$ cat config.mk
export PLATFORM = sky130hd
export DESIGN_NAME = rmrpy_atan2
export DESIGN_NICKNAME = d
export VERILOG_FILES = /design/src/rtl/rmrpy_pkg.sv /design/src/rtl/rmrpy_atan2.sv
export SDC_FILE = /design/constraint.sdc
export NUM_CORES = 2
export LEC_CHECK = 0
export ABC_AREA = 1
export ABC_CLOCK_PERIOD_IN_PS = 6800
export BUFFER_PORTS_ARGS = -buffer_cell sky130_fd_sc_hd__buf_2
export CORE_UTILIZATION = 38
export DETAILED_ROUTE_END_ITERATION = 8
export PLACE_DENSITY_LB_ADDON = 0.2
export REMOVE_ABC_BUFFERS = 1
export SYNTH_ARGS = -nofsm -noshare
export SYNTH_HDL_FRONTEND = slang
export SYNTH_SLANG_ARGS = --single-unit
$ cat constraint.sdc
create_clock -name clk -period 6.8 [get_ports clk]
set_input_delay 0 -clock clk [delete_from_list [all_inputs] [get_ports clk]]
set_output_delay 0 -clock clk [all_outputs]
set_load 0.02 [all_outputs]
$ cat src/rtl/rmrpy_pkg.sv
// shared types, widths and constants of the rotation matrix to rpy converter
// no dependencies
`default_nettype none

package rmrpy_pkg;

    localparam int CORDIC_STAGES = 14;
    localparam int MW       = 16;              // matrix entry width
    localparam int AW       = 16;              // output angle width
    localparam int THR_W    = 11;              // threshold register width
    localparam int OPW      = 34;              // atan2 operand width
    localparam int CW       = 34;              // cordic x/y width
    localparam int ZW       = 25;              // cordic angle width, scale 2^20
    localparam int SQ_STEPS = 8;               // isqrt stages, two root bits each
    localparam int TOP_ST   = 2 + SQ_STEPS;    // stages ahead of the atan2 lanes
    localparam int LANE_ST  = CORDIC_STAGES + 5;
    localparam int NST      = TOP_ST + LANE_ST;

    localparam logic signed [ZW-1:0] ANG_PI  = 25'sd3294199;
    localparam logic signed [AW-1:0] OUT_MAX = 16'sd25736;

    // configuration register indexes
    localparam logic REG_ANGLE_ORDER = 1'b0;
    localparam logic REG_ZERO_THR    = 1'b1;

    // angle order codes
    localparam logic ORDER_XYZ = 1'b0;
    localparam logic ORDER_ZYX = 1'b1;

    typedef struct packed {
        logic signed [MW-1:0] m00;
        logic signed [MW-1:0] m01;
        logic signed [MW-1:0] m02;
        logic signed [MW-1:0] m10;
        logic signed [MW-1:0] m11;
        logic signed [MW-1:0] m12;
        logic signed [MW-1:0] m20;
        logic signed [MW-1:0] m22;
    } mat_t;

    typedef struct packed {
        logic signed [AW-1:0] angle_first;
        logic signed [AW-1:0] angle_second;
        logic signed [AW-1:0] angle_third;
        logic                 singular;
    } rpy_t;

    // atan(2^-i) at scale 2^20, rounded to nearest
    function automatic logic signed [ZW-1:0] atan_step(input int i);
        logic signed [ZW-1:0] r;
        case (i)
            0:       r = 25'sd823550;
            1:       r = 25'sd486170;
            2:       r = 25'sd256879;
            3:       r = 25'sd130396;
            4:       r = 25'sd65451;
            5:       r = 25'sd32757;
            6:       r = 25'sd16383;
            7:       r = 25'sd8192;
            8:       r = 25'sd4096;
            9:       r = 25'sd2048;
            10:      r = 25'sd1024;
            11:      r = 25'sd512;
            12:      r = 25'sd256;
            13:      r = 25'sd128;
            14:      r = 25'sd64;
            15:      r = 25'sd32;
            16:      r = 25'sd16;
            17:      r = 25'sd8;
            18:      r = 25'sd4;
            19:      r = 25'sd2;
            20:      r = 25'sd1;
            default: r = '0;
        endcase
        return r;
    endfunction

endpackage

`default_nettype wire

$ cat src/rtl/rmrpy_atan2.sv
// pipelined atan2 lane: normalize, pre-rotate, vectoring cordic, round
// depends on rmrpy_pkg
`default_nettype none

module rmrpy_atan2
    import rmrpy_pkg::*;
(
    input  wire logic                   clk,
    input  wire logic [LANE_ST-1:0]     stage_en,
    input  wire logic signed [OPW-1:0]  y,
    input  wire logic signed [OPW-1:0]  x,
    output logic signed [AW-1:0]        angle
);

    localparam logic signed [ZW-1:0] SAT_HI = ZW'(OUT_MAX);
    localparam logic signed [ZW-1:0] SAT_LO = -SAT_HI;

    // magnitude stage
    logic signed [OPW-1:0] ax_y_reg, ax_x_reg;
    logic [OPW-1:0]        ax_m_reg;
    logic [OPW-1:0]        abs_x, abs_y;

    always_comb
    begin
        abs_x = x[OPW-1] ? $unsigned(-x) : $unsigned(x);
        abs_y = y[OPW-1] ? $unsigned(-y) : $unsigned(y);
    end

    always_ff @(posedge clk)
    begin
        if (stage_en[0])
        begin
            ax_y_reg <= y;
            ax_x_reg <= x;
            ax_m_reg <= (abs_x > abs_y) ? abs_x : abs_y;
        end
    end

    // leading one search on the larger magnitude
    logic signed [OPW-1:0] lz_y_reg, lz_x_reg;
    logic                  lz_shr_reg, lz_zero_reg;
    logic [4:0]            lz_k_reg;
    logic [4:0]            msb_pos;

    always_comb
    begin
        msb_pos = '0;
        for (int i = 0; i < 31; i++)
        begin
            if (ax_m_reg[i])
                msb_pos = 5'(i);
        end
    end

    always_ff @(posedge clk)
    begin
        if (stage_en[1])
        begin
            lz_y_reg    <= ax_y_reg;
            lz_x_reg    <= ax_x_reg;
            lz_shr_reg  <= |ax_m_reg[OPW-1:31];
            lz_k_reg    <= 5'd30 - msb_pos;
            lz_zero_reg <= (ax_m_reg == '0);
        end
    end

    // normalize so the larger magnitude sits in [2^30, 2^31)
    logic signed [CW-1:0] nm_y_reg, nm_x_reg;
    logic                 nm_zero_reg;

    always_ff @(posedge clk)
    begin
        if (stage_en[2])
        begin
            nm_y_reg    <= lz_shr_reg ? (lz_y_reg >>> 1) : (lz_y_reg <<< lz_k_reg);
            nm_x_reg    <= lz_shr_reg ? (lz_x_reg >>> 1) : (lz_x_reg <<< lz_k_reg);
            nm_zero_reg <= lz_zero_reg;
        end
    end

    // cordic pipeline, entry 0 is the pre-rotated vector
    logic signed [CW-1:0] cx_reg [0:CORDIC_STAGES];
    logic signed [CW-1:0] cy_reg [0:CORDIC_STAGES];
    logic signed [ZW-1:0] cz_reg [0:CORDIC_STAGES];
    logic                 cf_reg [0:CORDIC_STAGES];

    // left half plane moves over by plus or minus pi
    always_ff @(posedge clk)
    begin
        if (stage_en[3])
        begin
            cf_reg[0] <= nm_zero_reg;
            if (nm_x_reg < 0)
            begin
                cx_reg[0] <= -nm_x_reg;
                cy_reg[0] <= -nm_y_reg;
                cz_reg[0] <= (nm_y_reg >= 0) ? ANG_PI : -ANG_PI;
            end
            else
            begin
                cx_reg[0] <= nm_x_reg;
                cy_reg[0] <= nm_y_reg;
                cz_reg[0] <= '0;
            end
        end
    end

    for (genvar i = 0; i < CORDIC_STAGES; i++)
    begin : g_cordic
        always_ff @(posedge clk)
        begin
            if (stage_en[4+i])
            begin
                cf_reg[i+1] <= cf_reg[i];
                if (cy_reg[i] >= 0)
                begin
                    cx_reg[i+1] <= cx_reg[i] + (cy_reg[i] >>> i);
                    cy_reg[i+1] <= cy_reg[i] - (cx_reg[i] >>> i);
                    cz_reg[i+1] <= cz_reg[i] + atan_step(i);
                end
                else
                begin
                    cx_reg[i+1] <= cx_reg[i] - (cy_reg[i] >>> i);
                    cy_reg[i+1] <= cy_reg[i] + (cx_reg[i] >>> i);
                    cz_reg[i+1] <= cz_reg[i] - atan_step(i);
                end
            end
        end
    end

    // round half away from zero to Q2.13 and saturate
    logic signed [ZW-1:0] z_fin, q_rnd, q_sat;

    always_comb
    begin
        z_fin = cz_reg[CORDIC_STAGES];
        if (z_fin >= 0)
            q_rnd = (z_fin + 25'sd64) >>> 7;
        else
            q_rnd = -((-z_fin + 25'sd64) >>> 7);
        if (q_rnd > SAT_HI)
            q_sat = SAT_HI;
        else if (q_rnd < SAT_LO)
            q_sat = SAT_LO;
        else
            q_sat = q_rnd;
    end

    always_ff @(posedge clk)
    begin
        if (stage_en[4+CORDIC_STAGES])
            angle <= cf_reg[CORDIC_STAGES] ? '0 : q_sat[AW-1:0];
    end

endmodule

`default_nettype wire

==> results.txt <==
Unrepaired setup endpoints after global routing -> false
Core Region -> 0.310 mm²
Clock Sinks -> 1501
DRT Wirelength -> 341000 µm
Reg area -> 0.0451 mm²
Worst r2r dst -> cy_reg[0][101]
Reg2reg start -> cx_reg[0][35]
IO Pins -> 104
Gpl congestion -> 0.949
Layout fillers -> 31084
Prevailing post-synth register cell -> edfxtp_1
Setup Skew -> 0.0869 ns
Worst Hold Class -> in -> reg
Cts hold-fix bufs -> 153
Fraction of layout cells with a size suffix above 1 -> 4.13%
Total GRT Usage -> 21.2%
Wirelength per Cell -> 18.6 µm
Root buf cell -> clkbuf_16
Largest net degree at the start of global routing -> 95
Max Freq -> 0.172 GHz
GRT met2 Usage -> 36.6%
Post-synth EDFFs -> 1501
Setup TNS -> 0 ns
Post_cts resized -> 0
Vias in the first global route -> 90715
Most frequent cells in the layout -> nand2_1, inv_1, edfxtp_1
Worst reg2reg path depth -> 22
Crit-path max FO -> 6
Initial antenna violation count -> 4
Final #Nets -> 15391
H-tree lvl count -> 4
CP Launch Type -> register
Crit Path Category -> reg -> reg
Syn Area/Cell -> 8.59 µm²
GR Util met3 -> 2.11%
Final slew viol count -> 0
Die area -> 0.314 mm²
Detailed Place HPWL -> 275000 µm
Critical Path RT -> 7.32 ns
Initial DRC Count -> 7116
TritonRoute pass-1 iters -> 6
Area of the multi-input gates -> 0.0664 mm²
Final Hold Viols -> 0
CTS buffer count -> 186
Max FFs per register -> 443
Via density per instance -> 5.16
Final setup viols -> 0
Via Count -> 94883
Worst Path Arrival -> 6.32 ns
Critical Path Start -> cx_reg[0][35]
# rows -> 204
Met1 Use GR -> 28.4%
Top Usage Layer GRT -> met2
IO buf count -> 103
Sequential fraction of the synthesis area -> 38.0%
CTS clk-pin slew, worst paths -> 0.06 ns
DRT antenna net count -> 0
Mapped cell area -> 0.119 mm²
Max-cap viol count -> 0
Die width -> 561 µm
Clock Latency Late Sink -> 0.88 ns
Syn Inst Count -> 13806
Setup crit end kind -> register
First-pass GRT wire length -> 528000 µm
Reg2Reg Setup Slack -> 1.00 ns
Tmin final -> 5.80 ns
Async set-reset flop share out of synthesis -> 0%
P&R area growth vs syn -> 11.0%
Slew margin rel. -> 11.8%
Library cells used by synthesis -> 69
Starting Density -> 38.3%
Slew @ Worst Pin -> 1.31 ns
TritonCTS clock tree -> built
CTS Buffer Depth -> 4
Period utilization -> 85.3%
Setup repair bufs after CTS -> 0
Remaining DRCs -> 0
Die Height -> 561 µm
Grt ovf -> 0
Yosys reg bits -> 1501
CP Capture Point -> cy_reg[0][101]
Commonest non-fill, non-tap cell in the layout -> nand2_1
Synth warn -> 0
Status -> complete, no violations
## metrics by stage
stage	cells	cell area, µm²	utilization [%]	setup slack, ns	hold slack (ns)
after global routing	18372	132000	42.5	0.548	0.0217
after CTS	18371	132000	42.5	1.24	0.00500
after detailed placement	17880	124000	40.1	1.30	0.217
after floorplan	13579	118000	-	1.54	0.0989
final	18376	132000	42.5	1.00	0.0675
after global placement	17880	124000	40.1	1.32	0.217
## how the worst min path moves through the flow
stage / from / to / slack, ns / depth (start not counted)
4_1_cts: x[24] / ax_x_reg[24] / 0.005 / 2
2_1_floorplan: x[0] / ax_x_reg[0] / 0.1 / 0
3_3_place_gp: y[1] / ax_y_reg[1] / 0.22 / 1
3_5_place_dp: y[1] / ax_y_reg[1] / 0.22 / 1
5_1_grt: stage_en[7] / cz_reg[0][104] / 0.02 / 2
6_report: stage_en[7] / cz_reg[0][104] / 0.07 / 2
## synthesized netlist by cell type (all sizes together), types with 45 or more instances
cell / instances / share of area, %
nand2: 2158 / 6.9
inv: 1669 / 5.3
edfxtp: 1501 / 38
a21oi: 1296 / 5.5
nor2: 1239 / 4.0
ha: 1160 / 12
xor2: 1106 / 8.2
o21ai: 978 / 4.2
xnor2: 653 / 4.8
nand3: 425 / 1.8
nor3: 265 / 1.1
clkbuf: 196 / 0.62
a31oi: 162 / 0.85
nor4: 116 / 0.62
a21boi: 114 / 0.72
nand4: 102 / 0.54
o31ai: 92 / 0.60
o21a: 56 / 0.35
or2: 49 / 0.26
o21bai: 47 / 0.30
o221ai: 45 / 0.33
## cells by family (layout without fill, tap and decap cells)
family | count (synthesis) | count (layout) | synth area share, %
buffers and inverters | 1910 | 2355 | 6.06
AND/OR/NAND/NOR | 4392 | 4392 | 15.4
adder cells (fa/ha/maj) | 1202 | 1202 | 12.9
flip-flops | 1501 | 1501 | 38.0
AO/OA/AOI/OAI | 3011 | 3011 | 14.3
XOR/XNOR | 1760 | 1760 | 13.1
other | 0 | 5 | 0
multiplexers | 30 | 30 | 0.253
## worst max-delay path: stages, from the launching register on
cell	delay [ns]
edfxtp_1	0.48
inv_1	0.09
ha_1	0.14
inv_1	0.06
nor4_1	0.52
nand2_1	0.15
nor3_1	0.24
inv_1	0.07
nor2_1	0.16
nand3_1	0.18
o41ai_1	0.70
nand2_1	0.23
nor2_1	0.29
o21ai_0	0.17
xor2_1	0.18
ha_1	0.41
nand2_1	0.10
nor2_1	0.18
nand4_1	0.25
nor3_1	0.27
nand3_1	0.14
o2111ai_1	0.26
xnor2_1	0.20
## layout make-up
type                            instances  share of cell area [%]
Clock buffer                          220                    3.70
Clock inverter                        118                   0.884
Tap cell                             4120                    3.91
Multi-Input combinational cell      10395                    50.4
Antenna cell                            5                 0.00950
Inverter                             1683                    4.80
Timing Repair Buffer                  334                    2.05
Sequential cell                      1501                    34.2
## metal layers
metal	vias up	routed length (µm)	part of all wire, %
met5	-	23	0.0067
met4	4	7720	2.3
met3	372	13900	4.1
met2	2017	161000	47
met1	44292	158000	46
li1	48198	-	-
Power is not shown: default switching activity piles up to over one toggle a cycle in this logic, so the estimate is an artifact.
